File: config.mk
export PLATFORM = sky130hd
export DESIGN_NAME = sliding_window_median
export DESIGN_NICKNAME = d
export VERILOG_FILES = /design/src/rtl/core/swm_pkg.sv /design/src/rtl/core/swm_cell.sv /design/src/rtl/core/swm_chain.sv /design/src/rtl/core/sliding_window_median.sv
export SDC_FILE = /design/constraint.sdc
export NUM_CORES = 1
export LEC_CHECK = 0
export BUFFER_PORTS_ARGS = -buffer_cell sky130_fd_sc_hd__buf_2
export CAP_MARGIN = 20
export CELL_PAD_IN_SITES_DETAIL_PLACEMENT = 1
export CELL_PAD_IN_SITES_GLOBAL_PLACEMENT = 1
export CORE_UTILIZATION = 51
export CTS_CLUSTER_SIZE = 25
export DETAILED_ROUTE_END_ITERATION = 6
export PLACE_DENSITY = 0.84
export SYNTH_ARGS = -nofsm -noshare
export SYNTH_HDL_FRONTEND = slang
export SYNTH_SLANG_ARGS = --single-unit
File: constraint.sdc
create_clock -name clk -period 5.4 [get_ports clk]
set_clock_uncertainty 0.15 [all_clocks]
set_input_delay 1.08 -clock clk [delete_from_list [all_inputs] [get_ports clk]]
set_output_delay 1.08 -clock clk [all_outputs]
set_load 0.02 [all_outputs]
File: src/rtl/core/swm_pkg.sv
// shared types and constants of the sliding window median block
// no dependencies
`default_nettype none

package swm_pkg;

  // width and reset value of the window size register
  localparam int CFG_W     = 5;
  localparam int CFG_RESET = 16;

  // per-cycle command broadcast to every cell of the sorted chain
  typedef struct packed {
    logic clear;   // drop all held samples
    logic del_en;  // remove the sample of the current slot
    logic ins_en;  // insert the new sample in order
    logic pick;    // capture the middle pair
  } swm_cmd_t;

endpackage

`default_nettype wire

File: src/rtl/core/swm_cell.sv
// one cell of the sorted chain: a sample, its window slot and a valid bit
// depends on swm_pkg
`default_nettype none

module swm_cell import swm_pkg::*; #(
  parameter int SAMPLE_WIDTH = 16,
  parameter int POS_W        = 4
) (
  input  wire logic                    clk,
  input  wire logic                    rst,
  input  wire swm_cmd_t                cmd,
  input  wire logic [POS_W-1:0]        wp,
  input  wire logic [SAMPLE_WIDTH-1:0] sample,
  // neighbour below (smaller values)
  input  wire logic                    low_valid,
  input  wire logic [POS_W-1:0]        low_tag,
  input  wire logic [SAMPLE_WIDTH-1:0] low_value,
  input  wire logic                    low_gt,
  input  wire logic                    low_hole,
  // neighbour above (larger values)
  input  wire logic                    up_valid,
  input  wire logic [POS_W-1:0]        up_tag,
  input  wire logic [SAMPLE_WIDTH-1:0] up_value,
  // own contents and chain outputs
  output logic                         valid,
  output logic [POS_W-1:0]             tag,
  output logic [SAMPLE_WIDTH-1:0]      value,
  output logic                         gt,
  output logic                         hole
);

  // empty cells sort above everything
  always_comb begin
    gt   = !valid || ($signed(value) > $signed(sample));
    hole = low_hole || (valid && (tag == wp));
  end

  always_ff @(posedge clk) begin
    if (rst) begin
      valid <= 1'b0;
    end else if (cmd.clear) begin
      valid <= 1'b0;
    end else if (cmd.del_en && hole) begin
      // close the gap: pull the upper neighbour down
      valid <= up_valid;
      tag   <= up_tag;
      value <= up_value;
    end else if (cmd.ins_en) begin
      if (low_gt) begin
        // make room: take the lower neighbour
        valid <= low_valid;
        tag   <= low_tag;
        value <= low_value;
      end else if (gt) begin
        valid <= 1'b1;
        tag   <= wp;
        value <= sample;
      end
    end
  end

endmodule

`default_nettype wire

File: src/rtl/core/swm_chain.sv
// sorted chain of cells and the registered pick of its middle pair
// depends on swm_pkg and swm_cell
`default_nettype none

module swm_chain import swm_pkg::*; #(
  parameter int WINDOW_MAX   = 16,
  parameter int SAMPLE_WIDTH = 16,
  parameter int POS_W        = 4,
  parameter int CNT_W        = 5
) (
  input  wire logic                    clk,
  input  wire logic                    rst,
  input  wire swm_cmd_t                cmd,
  input  wire logic [POS_W-1:0]        wp,
  input  wire logic [SAMPLE_WIDTH-1:0] sample,
  input  wire logic [CNT_W-1:0]        fill,
  output logic [SAMPLE_WIDTH-1:0]      lo_value,
  output logic [SAMPLE_WIDTH-1:0]      hi_value
);

  logic                    c_valid [WINDOW_MAX];
  logic [POS_W-1:0]        c_tag   [WINDOW_MAX];
  logic [SAMPLE_WIDTH-1:0] c_value [WINDOW_MAX];
  logic                    c_gt    [WINDOW_MAX];
  logic                    c_hole  [WINDOW_MAX];

  for (genvar i = 0; i < WINDOW_MAX; i++) begin : g_cell
    logic                    l_valid;
    logic [POS_W-1:0]        l_tag;
    logic [SAMPLE_WIDTH-1:0] l_value;
    logic                    l_gt;
    logic                    l_hole;
    logic                    u_valid;
    logic [POS_W-1:0]        u_tag;
    logic [SAMPLE_WIDTH-1:0] u_value;

    if (i == 0) begin : g_bottom
      assign l_valid = 1'b0;
      assign l_tag   = '0;
      assign l_value = '0;
      assign l_gt    = 1'b0;
      assign l_hole  = 1'b0;
    end else begin : g_low
      assign l_valid = c_valid[i-1];
      assign l_tag   = c_tag[i-1];
      assign l_value = c_value[i-1];
      assign l_gt    = c_gt[i-1];
      assign l_hole  = c_hole[i-1];
    end

    if (i == WINDOW_MAX - 1) begin : g_top
      assign u_valid = 1'b0;
      assign u_tag   = '0;
      assign u_value = '0;
    end else begin : g_up
      assign u_valid = c_valid[i+1];
      assign u_tag   = c_tag[i+1];
      assign u_value = c_value[i+1];
    end

    swm_cell #(
      .SAMPLE_WIDTH (SAMPLE_WIDTH),
      .POS_W        (POS_W)
    ) u_cell (
      .clk       (clk),
      .rst       (rst),
      .cmd       (cmd),
      .wp        (wp),
      .sample    (sample),
      .low_valid (l_valid),
      .low_tag   (l_tag),
      .low_value (l_value),
      .low_gt    (l_gt),
      .low_hole  (l_hole),
      .up_valid  (u_valid),
      .up_tag    (u_tag),
      .up_value  (u_value),
      .valid     (c_valid[i]),
      .tag       (c_tag[i]),
      .value     (c_value[i]),
      .gt        (c_gt[i]),
      .hole      (c_hole[i])
    );
  end

  // middle pair positions; equal for an odd count
  logic [CNT_W-1:0]        lo_idx;
  logic [CNT_W-1:0]        hi_idx;
  logic [SAMPLE_WIDTH-1:0] lo_sel;
  logic [SAMPLE_WIDTH-1:0] hi_sel;

  always_comb begin
    lo_idx = (fill - CNT_W'(1)) >> 1;
    hi_idx = fill >> 1;
    lo_sel = '0;
    hi_sel = '0;
    for (int i = 0; i < WINDOW_MAX; i++) begin
      if (lo_idx == CNT_W'(i)) lo_sel = lo_sel | c_value[i];
      if (hi_idx == CNT_W'(i)) hi_sel = hi_sel | c_value[i];
    end
  end

  always_ff @(posedge clk) begin
    if (cmd.pick) begin
      lo_value <= lo_sel;
      hi_value <= hi_sel;
    end
  end

endmodule

`default_nettype wire

File: src/rtl/core/sliding_window_median.sv
// sliding window median filter, top level: control sequencer and output register
// depends on swm_pkg and swm_chain (which holds the swm_cell row)
// sample channel: sample_valid / sample_ready, one signed sample per transfer
// median channel: median_valid / median_ready, one median per sample, in order
// window_size / window_size_we: length of the window (0 reads as 1, values
//   above WINDOW_MAX read as WINDOW_MAX); a write empties the window and restarts
//   the slot position; it must be made only while the block is idle (unchecked)
// the held samples live in a row of cells kept in ascending order; each
//   sample first drops the one of its slot once the window is full, is then
//   inserted in order, the middle pair is captured, and it is averaged into
//   the output register
// median_valid is registered and rises as the averaging step completes
// a new sample is taken only once the sequencer is back in idle after the
//   three steps of the cell row and the averaging step
// stalls: a pending median stays in the output register while a new sample
//   is taken and processed; the averaging step waits while that register is full
// reset empties the window, sets the length to 16 (capped at WINDOW_MAX)
//   and drops any pending median
`default_nettype none

module sliding_window_median import swm_pkg::*; #(
  parameter int WINDOW_MAX   = 16,
  parameter int SAMPLE_WIDTH = 16
) (
  input  wire logic                    clk,
  input  wire logic                    rst,
  // window length register
  input  wire logic                    window_size_we,
  input  wire logic [CFG_W-1:0]        window_size,
  // sample channel
  input  wire logic                    sample_valid,
  output logic                         sample_ready,
  input  wire logic [SAMPLE_WIDTH-1:0] sample,
  // median channel
  output logic                         median_valid,
  input  wire logic                    median_ready,
  output logic [SAMPLE_WIDTH-1:0]      median_value
);

  localparam int POS_W      = (WINDOW_MAX > 1) ? $clog2(WINDOW_MAX) : 1;
  localparam int CNT_W      = $clog2(WINDOW_MAX + 1);
  localparam int CMP_W      = (CNT_W > CFG_W) ? CNT_W : CFG_W;
  localparam int RESET_SIZE = (CFG_RESET > WINDOW_MAX) ? WINDOW_MAX : CFG_RESET;

  // sequencer states
  localparam logic [2:0] ST_IDLE = 3'd0;
  localparam logic [2:0] ST_DEL  = 3'd1;
  localparam logic [2:0] ST_INS  = 3'd2;
  localparam logic [2:0] ST_PICK = 3'd3;
  localparam logic [2:0] ST_ADD  = 3'd4;

  logic [2:0]              state;
  logic [2:0]              state_next;
  logic [SAMPLE_WIDTH-1:0] sample_hold;
  logic [CNT_W-1:0]        size;       // effective window length
  logic [CNT_W-1:0]        size_next;
  logic [POS_W-1:0]        wp;         // slot of the next sample
  logic [POS_W-1:0]        wp_next;
  logic [CNT_W-1:0]        fill;       // samples currently held
  logic                    full;
  swm_cmd_t                cmd;
  logic [SAMPLE_WIDTH-1:0] lo_value;
  logic [SAMPLE_WIDTH-1:0] hi_value;
  logic [SAMPLE_WIDTH:0]   pair_sum;
  logic [SAMPLE_WIDTH:0]   pair_adj;
  logic                    out_free;
  logic [CMP_W-1:0]        size_raw;

  assign sample_ready = (state == ST_IDLE);
  assign full         = (fill == size);
  assign out_free     = !median_valid || median_ready;

  // clamp the written length into 1..WINDOW_MAX
  always_comb begin
    size_raw = CMP_W'(window_size);
    if (size_raw == '0) begin
      size_next = CNT_W'(1);
    end else if (size_raw > CMP_W'(WINDOW_MAX)) begin
      size_next = CNT_W'(WINDOW_MAX);
    end else begin
      size_next = CNT_W'(size_raw);
    end
  end

  // slot position wraps at the window length
  always_comb begin
    if ((CNT_W'(wp) + CNT_W'(1)) == size) begin
      wp_next = '0;
    end else begin
      wp_next = wp + POS_W'(1);
    end
  end

  // command to the cell row for the current step
  always_comb begin
    cmd.clear  = window_size_we;
    cmd.del_en = (state == ST_DEL) && full;
    cmd.ins_en = (state == ST_INS);
    cmd.pick   = (state == ST_PICK);
  end

  always_comb begin
    state_next = state;
    case (state)
      ST_IDLE: begin
        if (sample_valid) state_next = ST_DEL;
      end
      ST_DEL:  state_next = ST_INS;
      ST_INS:  state_next = ST_PICK;
      ST_PICK: state_next = ST_ADD;
      ST_ADD: begin
        // hold while an earlier median is still waiting
        if (out_free) state_next = ST_IDLE;
      end
      default: state_next = ST_IDLE;
    endcase
  end

  always_ff @(posedge clk) begin
    if (rst) begin
      state <= ST_IDLE;
    end else begin
      state <= state_next;
    end
  end

  always_ff @(posedge clk) begin
    if (sample_valid && sample_ready) begin
      sample_hold <= sample;
    end
  end

  // window length, slot position and fill count
  always_ff @(posedge clk) begin
    if (rst) begin
      size <= CNT_W'(RESET_SIZE);
      wp   <= '0;
      fill <= '0;
    end else if (window_size_we) begin
      size <= size_next;
      wp   <= '0;
      fill <= '0;
    end else if (state == ST_INS) begin
      wp <= wp_next;
      if (!full) fill <= fill + CNT_W'(1);
    end
  end

  swm_chain #(
    .WINDOW_MAX   (WINDOW_MAX),
    .SAMPLE_WIDTH (SAMPLE_WIDTH),
    .POS_W        (POS_W),
    .CNT_W        (CNT_W)
  ) u_chain (
    .clk      (clk),
    .rst      (rst),
    .cmd      (cmd),
    .wp       (wp),
    .sample   (sample_hold),
    .fill     (fill),
    .lo_value (lo_value),
    .hi_value (hi_value)
  );

  // mean of the middle pair, rounded toward zero; an odd count gives lo == hi
  always_comb begin
    pair_sum = {lo_value[SAMPLE_WIDTH-1], lo_value} + {hi_value[SAMPLE_WIDTH-1], hi_value};
    pair_adj = pair_sum + (SAMPLE_WIDTH + 1)'(pair_sum[SAMPLE_WIDTH]);
  end

  // output register
  always_ff @(posedge clk) begin
    if (rst) begin
      median_valid <= 1'b0;
    end else if ((state == ST_ADD) && out_free) begin
      median_valid <= 1'b1;
    end else if (median_ready) begin
      median_valid <= 1'b0;
    end
  end

  always_ff @(posedge clk) begin
    if ((state == ST_ADD) && out_free) begin
      median_value <= pair_adj[SAMPLE_WIDTH:1];
    end
  end

endmodule

`default_nettype wire

==> results of run 1 <==
==> sequential cells by signal, indices dropped and copies added, names as in the netlist, 5 cells and up <==
signal and count:
u_chain.g_cell.u_cell.valid 16, fill 5, median_value 16, u_chain.hi_value 16, u_chain.lo_value 16, sample_hold 16, u_chain.g_cell.u_cell.value 256, size 5
u_chain.g_cell.u_cell.tag 64
==> tightest hold or removal path, cell delays in order, from the launching register on <==
cell and delay (ns):
dfxtp_1 0.34, nand2_1 0.07, a311oi_1 0.08
==> final cells by class <==
| type | instances | area (um2) |
|---|---|---|
| antenna | 1 | 2.50 |
| inverter | 87 | 327 |
| tap | 773 | 967 |
| clock inverter | 21 | 199 |
| timing repair buffer | 174 | 1310 |
| fill | 6549 | 25300 |
| sequential | 418 | 12200 |
| clock buffer | 72 | 1390 |
| multi-input combinational | 2452 | 17600 |
==> per-stage QoR <==
stage,power (uW),std cells
CTS,8270,3995
global route,8510,3997
floorplan,4400,3156
global placement,4830,3899
finish,8330,3998
detailed placement,4890,3902
==> cells by family after synthesis <==
family / after synthesis / synth area share, %
AO/OA/AOI/OAI: 933 / 20.5
AND/OR/NAND/NOR: 862 / 12.6
flip-flops: 418 / 39.7
buffers and inverters: 286 / 3.83
multiplexers: 278 / 9.15
adder cells (fa/ha/maj): 277 / 11.3
XOR/XNOR: 102 / 2.90
==> final timing paths <==
check,slack [ns],startpoint,to,cells after the start
max,0.56,sample_hold[10],u_chain.g_cell[2].u_cell.value[13],10
min,0.39,u_chain.g_cell[5].u_cell.valid,u_chain.g_cell[5].u_cell.valid,2
max reg2reg,0.56,sample_hold[10],u_chain.g_cell[2].u_cell.value[13],10
min reg2reg,0.39,u_chain.g_cell[5].u_cell.valid,u_chain.g_cell[5].u_cell.valid,2
==> cell usage in the layout, fill, tap and decap left out, types with 50 or more instances in the layout <==
| cell type | count |
|---|---|
| edfxtp_1 | 384 |
| nor2_1 | 354 |
| a21oi_1 | 280 |
| ha_1 | 276 |
| mux2i_1 | 256 |
| nand2_1 | 225 |
| o21ai_0 | 142 |
| buf_4 | 124 |
| a22oi_1 | 97 |
| inv_1 | 87 |
| a22o_1 | 82 |
| a221oi_1 | 66 |
| nand4_1 | 57 |
| nand3_1 | 56 |
| xor2_1 | 55 |
| clkbuf_16 | 50 |
==> power groups by stage <==
stage | logic [uW] | clock network (uW) | registers, uW
2_1_floorplan | 651 | 0 | 3740
3_3_place_gp | 994 | 0 | 3840
3_5_place_dp | 1050 | 0 | 3840
4_1_cts | 1070 | 3420 | 3770
5_1_grt | 1180 | 3550 | 3780
6_report | 1110 | 3440 | 3780
==> routing by layer <==
metal	share of wire, %	up-vias	track usage, %
li1	-	12100	-
met1	39	14500	56.0
met2	44	1820	69.0
met3	9.2	545	8.85
met4	7.8	6	29.0
met5	0.037	-	0
==> results by stage, run 1 <==
Placed design:
- The congestion estimate from routability-driven global placement came to between 1 and 1.5.
- The wire-length estimate of the detail-placed layout is ~100 mm.
- In this run the cell area measured after placement is 32400 um2.
- Buffers placed on the I/O ports in this run total 43.
- The worst setup timing slack at the placement stage is about 0.74 ns.

Power:
- The net switching fraction of the power is 28.7%.
- The total power density per cell area is approximately 250 nW/um2.
- The power share of the clock group is between 40% and 50%.
- For this design the total switching power over the nets is 2390 uW.
- VDD sags by at most 0.000240 V.
- The internal power component is 5940 uW.
- The register share of total power is ~45%.
- For this design the static power due to leakage is about 0.014 uW.
- The power share of the combinational group is 13.3%.

Drt:
- The number of nets with antenna violations after detailed routing is 0.
- After detailed routing, the total wire length is 136 mm.
- After the first detailed-routing iteration, the DRC count stood at 3538.
- For this run, design rule violations remaining after detail routing come to 4.
- After detailed routing, the average wire length per cell comes to 34.1 um.
- After detailed routing, the number of vias per cell comes to about 7.2.
- The count of TritonRoute iterations in the first routing pass is 7.
- Summing over every cut layer, the via total after detailed routing is ~29k.

Global route:
- Entering global routing, the biggest net connects 44 pins.
- The number of global-route vias before repair came to 29.6k.
- Across every metal layer, demand over resource in global routing totals roughly 44%.
- The initial antenna violation count is 4.
- The wire length of the first global-routing pass is between 150 and 200 mm.
- The leftover overflow at the end of global routing is 0.

STA:
- Setup repair after global routing left no endpoint under its margin.
- The final cycle utilization of the critical path is 89.7%.
- Hold timing on the final database bottoms out at a slack of a little under 0.4 ns.
- The summed negative setup slack over all endpoints is 0 ns.
- Once routing completed, OpenROAD measured the worst setup slack at about 0.56 ns.
- The count of endpoints failing hold in the final timing report is 0.
- Counting I/O delays and the setup requirement, the final critical path takes 4.84 ns.
- The final number of max-transition violations is 0.
- The count of final setup violators is 0.
- The maximum clock rate is 206 MHz.
- For the pin with the worst max-slew slack, the measured transition is 1.28 ns.
- The worst-case headroom to the max-slew limit is between 10 and 15%.

Clock tree:
- The number of gates resized after CTS was 0.
- In this run the deepest clock path goes through 3 buffers.
- The level count of the clock H-tree is 2.
- The cell sitting at the root of the clock tree is a clkbuf_16.
- Hold repair after CTS inserted 0 buffers.
- The clock input transition at the sequential cells of the worst setup and hold paths is 0.06 ns.
- The clock latency at the later pin of the worst-skew pair is between 0.6 and 0.7 ns.
- Clock tree synthesis inserted a total of 50 buffers.
- The clock net in this run drives a total of about 420 sinks.
- The CTS tree is yes.
- Post-CTS timing repair inserted 0 buffers for setup.

Finish:
- The area of all placed cells without fillers is ~34000 um2.
- The final standard cell utilization of the core is 57.3%.
- Of the cells placed in the final design, the portion with a size suffix greater than 1 is 10.6%.
- Compared with the post-synthesis result, the final layout area differs by 10.6%.
- The final net count is roughly 3.5k.

Setup path:
- For the worst setup path, the data arrival time is 4.99 ns.
- The critical setup path kind is flip-flop to flip-flop.
- The delay of the slowest cell on the worst path is 0.81 ns.
- STA classifies the critical path endpoint as a flip-flop.
- The number of buffer and inverter stages on the critical path is 2.
- The critical path launch point type is a flip-flop.
- The critical path required time is 5.55 ns.
- In this design, the largest share of critical-path delay is due to compound AO/OA/AOI/OAI gates.
- The slowest stage of the critical path is the edfxtp_1 cell.
- In this run the worst path has a maximum fanout of 15.
- The signal on the critical path passes through inv_1 > ha_1 > nand2_1 > nor4_1 > o21a_1 > o31ai_1 > a31oi_4 > o21ai_0 > a21oi_2 > buf_4.

Floorplan:
- The area of the die is 61300 um2.
- In this run the vertical extent of the chip is 248 um.
- After floorplanning, the core was sized to cover 59400 um2.
- 44 I/O pins were placed.
- The floorplan step set the die width to 248 um.
- After floorplanning, the core was divided into 89 placement rows.
- The effective utilization at floorplan is 51.8%.

Yosys:
- The cell area that synthesis handed to floorplanning was 30800 um2.
- The number of enable-type register cells in the synthesized netlist is 384.
- Synthesis instantiated 83 different standard cells from the library.
- The post-synthesis net count is 3459.
- The cell taking the most area after synthesis is edfxtp_1.
- After synthesis, the most frequently instantiated cells are 384 x edfxtp_1, 366 x nor2_1, 290 x a21oi_1.
- The share of the synthesized area in the top cell type is 37.5%.
- Sorting the synthesized cells by area gives the leading types as edfxtp_1 37%, ha_1 11%, mux2i_1 8.3%, a21oi_1 4.7%, nor2_1 4.5%.
- By instance count, the leading cell after synthesis is edfxtp_1.
- Among all flip-flop cells after synthesis, the most frequent one is edfxtp_1.
- The share of async-settable or async-resettable flops after synthesis is 0%.
- For this run, the register share of the synthesized area comes to 39.7%.
- The synthesized design contains 418 register bits.
- The gate count of the mapped netlist is approximately 3.2k.
- The warning count from the yosys run is 0.
- A synthesized cell averages 9.75 um2.

Flow run:
- The tool flagged a number of max-cap violations equal to 0.

Outcome:
- The checks that failed: DRC.
- The run finished, with violations left.

Min path:
- The min-delay analysis places its worst path in the category flip-flop to flip-flop.
Note: power is estimated with default switching activity, not from simulation.
==> inputs of run 2 (changes only) <==
Settings changed: ABC_AREA set to 1, CORE_UTILIZATION 51 to 49.
==> run 2 against run 1 <==
  * The flow now finishes without violations
  * Setup slack got worse by 0.12 ns
  * Via count increased by 8.2%
  * Maximum frequency decreased by 2.4%
  * Die area increased by 4.5%
  * Non-clock buffer count down 5
  * Clock power down 2%
  * Power grew 2.0%
  * Critical path type unchanged
  * Largest cell class unchanged
==> results by stage, run 2 <==
Yosys:
- After Yosys synthesis, and, or, nand and nor cells account for 16.7% of the synthesized area.
- After synthesis the cells add up to 30900 um2.
- Summing the areas of all xor and xnor instances in the mapped netlist gives 1.39% of the synthesized area.
- The post-synthesis compound-gate area fraction is about 23%.
- The post-synthesis net count is approximately 4.1k.
- Of the post-synthesis cell area, the part taken by muxes is 0%.
- The warning count from the yosys run is 0.
- Ranked by total cell area, the synthesized netlist is headed by edfxtp_1 37%, ha_1 11%, nand2_1 9.5%, o21ai_0 6.2%, inv_1 5.4%.
- edfxtp_1 takes more of the synthesized area than any other cell.
- The most instantiated library cell after synthesis is nand2_1.
- The post-synthesis sequential element count is 418.
- In the synthesized netlist the dominant register cell turns out to be edfxtp_1.
- The number of enable-type register cells in the synthesized netlist is 384.
- Of the total synthesized cell area, the portion taken by full adders, half adders and majority gates is 11.2%.
- The share of async-settable or async-resettable flops after synthesis is 0%.
- Sequential elements use 39.5% of the synthesized area.
- In the synthesized netlist, the cells that appear most often are 782 x nand2_1, 447 x inv_1, 384 x edfxtp_1.
- Counting every instance in the synthesized netlist gives 3792.
- The number of different library cells used by synthesis comes to 57.
- The share of the synthesized area in the top cell type is 37.3%.
- After synthesis, the largest family of logic cells by area is compound AO/OA/AOI/OAI gates.
- Averaged over all synthesized cells, the footprint is 8.15 um2.

Setup path:
- Counting both buffers and inverters, the worst setup path holds a total of 5.
- The peak fanout along the critical path is 21.
- Counting stages on the worst path, the most repeated cell is nand2_1.
- The worst register-to-register path ends at u_chain.g_cell[9].u_cell.value[2].
- The worst register-to-register path has a depth of 17.
- The critical path required time is ~5.5 ns.
- The critical path starts at sample_hold[1].
- The arrival time reported for the critical path endpoint is 5.09 ns.
- The cell family with the largest share of critical-path delay is buffers and inverters.
- The worst register-to-register path begins at sample_hold[1].
- On the worst path, the slowest cell contributes a delay of 0.96 ns.
- The category of the worst setup path capture point is a flip-flop.
- The worst setup path is launched from a flip-flop.
- Traced cell by cell, the critical path runs through inv_1 > ha_1 > inv_1 > o21bai_1 > a21boi_0 > nor2_1 > o21ai_0 > o211ai_1 > o21ai_0 > nand2_1 > nand2_1 > inv_1 > buf_4 > nand2_1 > nand2_1 > a21oi_2 > buf_4.
- The number of logic stages on the critical path including buffering is 17.
- The critical setup path kind is flip-flop to flip-flop.
- The slack of the worst reg-to-reg path is around 0.44 ns.
- The end of the critical path is u_chain.g_cell[9].u_cell.value[2].
- The slowest stage of the critical path is the edfxtp_1 cell.

Clock tree:
- The buffer levels on the longest clock path is 3.
- Buffers inserted during clock tree synthesis total 50.
- The CTS tree is yes.
- The number of hold buffers added after CTS is 0.
- CTS saw 418 sinks.
- The number of buffers added for setup after CTS is 0.
- The root buffer cell chosen for the clock tree is clkbuf_16.
- The level count of the clock H-tree is 2.
- Post-CTS repair changed the size of 0 cells.
- Clock-pin slew was measured on the worst setup and hold paths at around 0.060 ns.
- The clock latency at the later pin of the worst-skew pair is 0.63 ns.

STA:
- Setup repair after global routing left no endpoint under its margin.
- The count of endpoints failing hold in the final timing report came to 0.
- The summed negative setup slack over all endpoints is 0 ns.
- Across all setup checks in the final design, the least slack found is between 0.4 and 0.5 ns.
- The worst pin sits at a relative slew slack of between 20% and 30%.
- The maximum clock rate is 202 MHz.
- The final cycle utilization of the critical path is 91.9%.
- Setup violations remaining at the end of the flow were counted as 0.
- The final number of max-transition violations is 0.
- The clock period could shrink to 4.96 ns.
- At the pin with the least slew margin, the transition time is between 1 and 1.5 ns.

Placed design:
- Detailed placement ended at an HPWL of approximately 100 mm.
- Routability-driven placement finished with a final weighted congestion of 1.01.
- Including well taps, the total number of placed cells is 4618.
- The count of buffers added on input and output ports is 43.
- The worst setup timing slack at the placement stage is 0.701 ns.
- After detailed placement, the total cell area comes to 32400 um2.

Finish:
- In the final layout, the registers with the most flip-flops are u_chain.g_cell.u_cell.value: 256 flops, u_chain.g_cell.u_cell.tag: 64 flops.
- The flip-flop count of the largest register after layout is 256.
- The fraction of final layout cells sized beyond drive strength 1 is around 8.3%.
- Ranked by flip-flop count, first place goes to u_chain.g_cell.u_cell.value.
- From synthesis to final layout, the design area changed by 9.99%.
- Leaving out fill and tap cells, the most frequent cell in the layout is nand2_1.
- Leaving out filler cells and counting taps, the final layout contains between 4k and 5k.
- The final net count is 4138.
- The top cell types in the final layout, fill and taps aside, are 782 x nand2_1, 447 x inv_1, 384 x edfxtp_1.
- After routing the design area is around 34000 um2.
- The filler cells instantiated in the layout total roughly 7.6k.

Floorplan:
- Row generation in the floorplan step produced slightly above 90 rows.
- In this run the count of I/O pins placed on the die edge is between 40 and 50.
- The vertical die dimension is between 200 and 300 um.
- The floorplan step defined a core boundary enclosing 62100 um2.
- The floorplan step defined a die boundary enclosing 64100 um2.
- The effective utilization at floorplan is 49.8%.
- The floorplan step set the die width to 253 um.

Outcome:
- The run finished with clean final reports.

Flow run:
- The max-cap check violation count is 0.

Drt:
- The iteration-0 DRC count of the detailed router is 3797.
- The total DRC errors in the routed layout is 0.
- After detailed routing, the total wire length is about 140 mm.
- In the routed layout, each cell is associated on average with a via count of 6.66.
- Dividing the detail-routed wire length by the instance count gives just under 30 um.
- The number of vias in the routed layout is about 31k.
- The number of nets with antenna violations after detailed routing is 0.
- The count of TritonRoute iterations in the first routing pass is 6.

Global route:
- The number of global-route vias before repair is 31.9k.
- Global routing consumed, over all layers together, 42.7% of the routing resources.
- The leftover overflow at the end of global routing is 0.
- The initial antenna violation count came to 5.
- The first global-routing pass estimated slightly above 200 mm of wire.
- Entering global routing, the biggest net connects 46 pins.

Power:
- The total power density per cell area is 250 nW/um2.
- In this run the static leakage power is 0.0143 uW.
- The worst-case IR drop observed on VDD is 0.000232 V.

Min path:
- The class of the worst hold path is flip-flop to flip-flop.
-- run 2: cell count changes after synthesis, moves of 126 or more --
cell,delta
o211ai_1,+150
nand2_1,+557
mux2i_1,-256
nor2_1,-126
o22ai_1,+158
inv_1,+360
o21ai_0,+237
-- run 2: how the worst min path moves through the flow --
stage,start,end,slack (ns),cells past startpoint
final,u_chain.g_cell[0].u_cell.valid,u_chain.g_cell[0].u_cell.valid,0.35,2
after global routing,u_chain.g_cell[9].u_cell.valid,u_chain.g_cell[9].u_cell.valid,0.40,2
after CTS,u_chain.g_cell[0].u_cell.valid,u_chain.g_cell[0].u_cell.valid,0.37,2
after detailed placement,u_chain.g_cell[0].u_cell.valid,u_chain.g_cell[0].u_cell.valid,0.36,2
after global placement,u_chain.g_cell[0].u_cell.valid,u_chain.g_cell[0].u_cell.valid,0.34,2
after floorplan,u_chain.g_cell[0].u_cell.valid,u_chain.g_cell[0].u_cell.valid,0.30,2
-- run 2: layer usage --
| metal | vias up | share of wire (%) | routed length [um] | track usage [%] |
|---|---|---|---|---|
| li1 | 13600 | - | - | - |
| met1 | 15300 | 38 | 51200 | 52.4 |
| met3 | 574 | 9.8 | 13300 | 8.98 |
| met5 | - | 0.040 | 54 | 0 |
| met2 | 1843 | 45 | 61100 | 67.4 |
| met4 | 4 | 7.9 | 10800 | 29.0 |
-- run 2: cell type report --
cell class / count / area [um2] / area share, %
timing repair buffer: 169 / 1180 / 3.49
clock buffer: 76 / 1450 / 4.27
antenna: 1 / 2.50 / 0.00736
tap: 837 / 1050 / 3.08
multi-input combinational: 2731 / 16200 / 47.8
sequential: 418 / 12200 / 35.9
inverter: 465 / 1750 / 5.14
clock inverter: 15 / 95.1 / 0.280
-- run 2: kinds of logic after synthesis --
family | Yosys count
buffers and inverters | 643
adders and majority gates | 277
DFF | 418
AOI/OAI and AO/OA | 1155
xor gates and xnor gates | 49
and+or+nand+nor | 1250
-- run 2: worst min-delay path: cells and delay by family, from the launching register on --
kind                   cells  cell delay (ns)
DFF                        1             0.34
buffers and inverters      1             0.06
AOI/OAI and AO/OA          1             0.05
-- run 2: per-stage QoR --
step / hold WS, ns / power (uW) / util [%]
6_report: 0.354 / 8500 / 54.8
4_1_cts: 0.369 / 8430 / 54.7
2_1_floorplan: 0.304 / 4550 / -
3_5_place_dp: 0.360 / 5110 / 52.2
5_1_grt: 0.401 / 8690 / 54.8
3_3_place_gp: 0.336 / 5060 / 52.2
-- run 2: where the power goes --
group          total [uW]  switching, uW  internal, uW
Combinational        1360            937           422
Sequential           3760            122          3640
Clock                3380           1490          1880
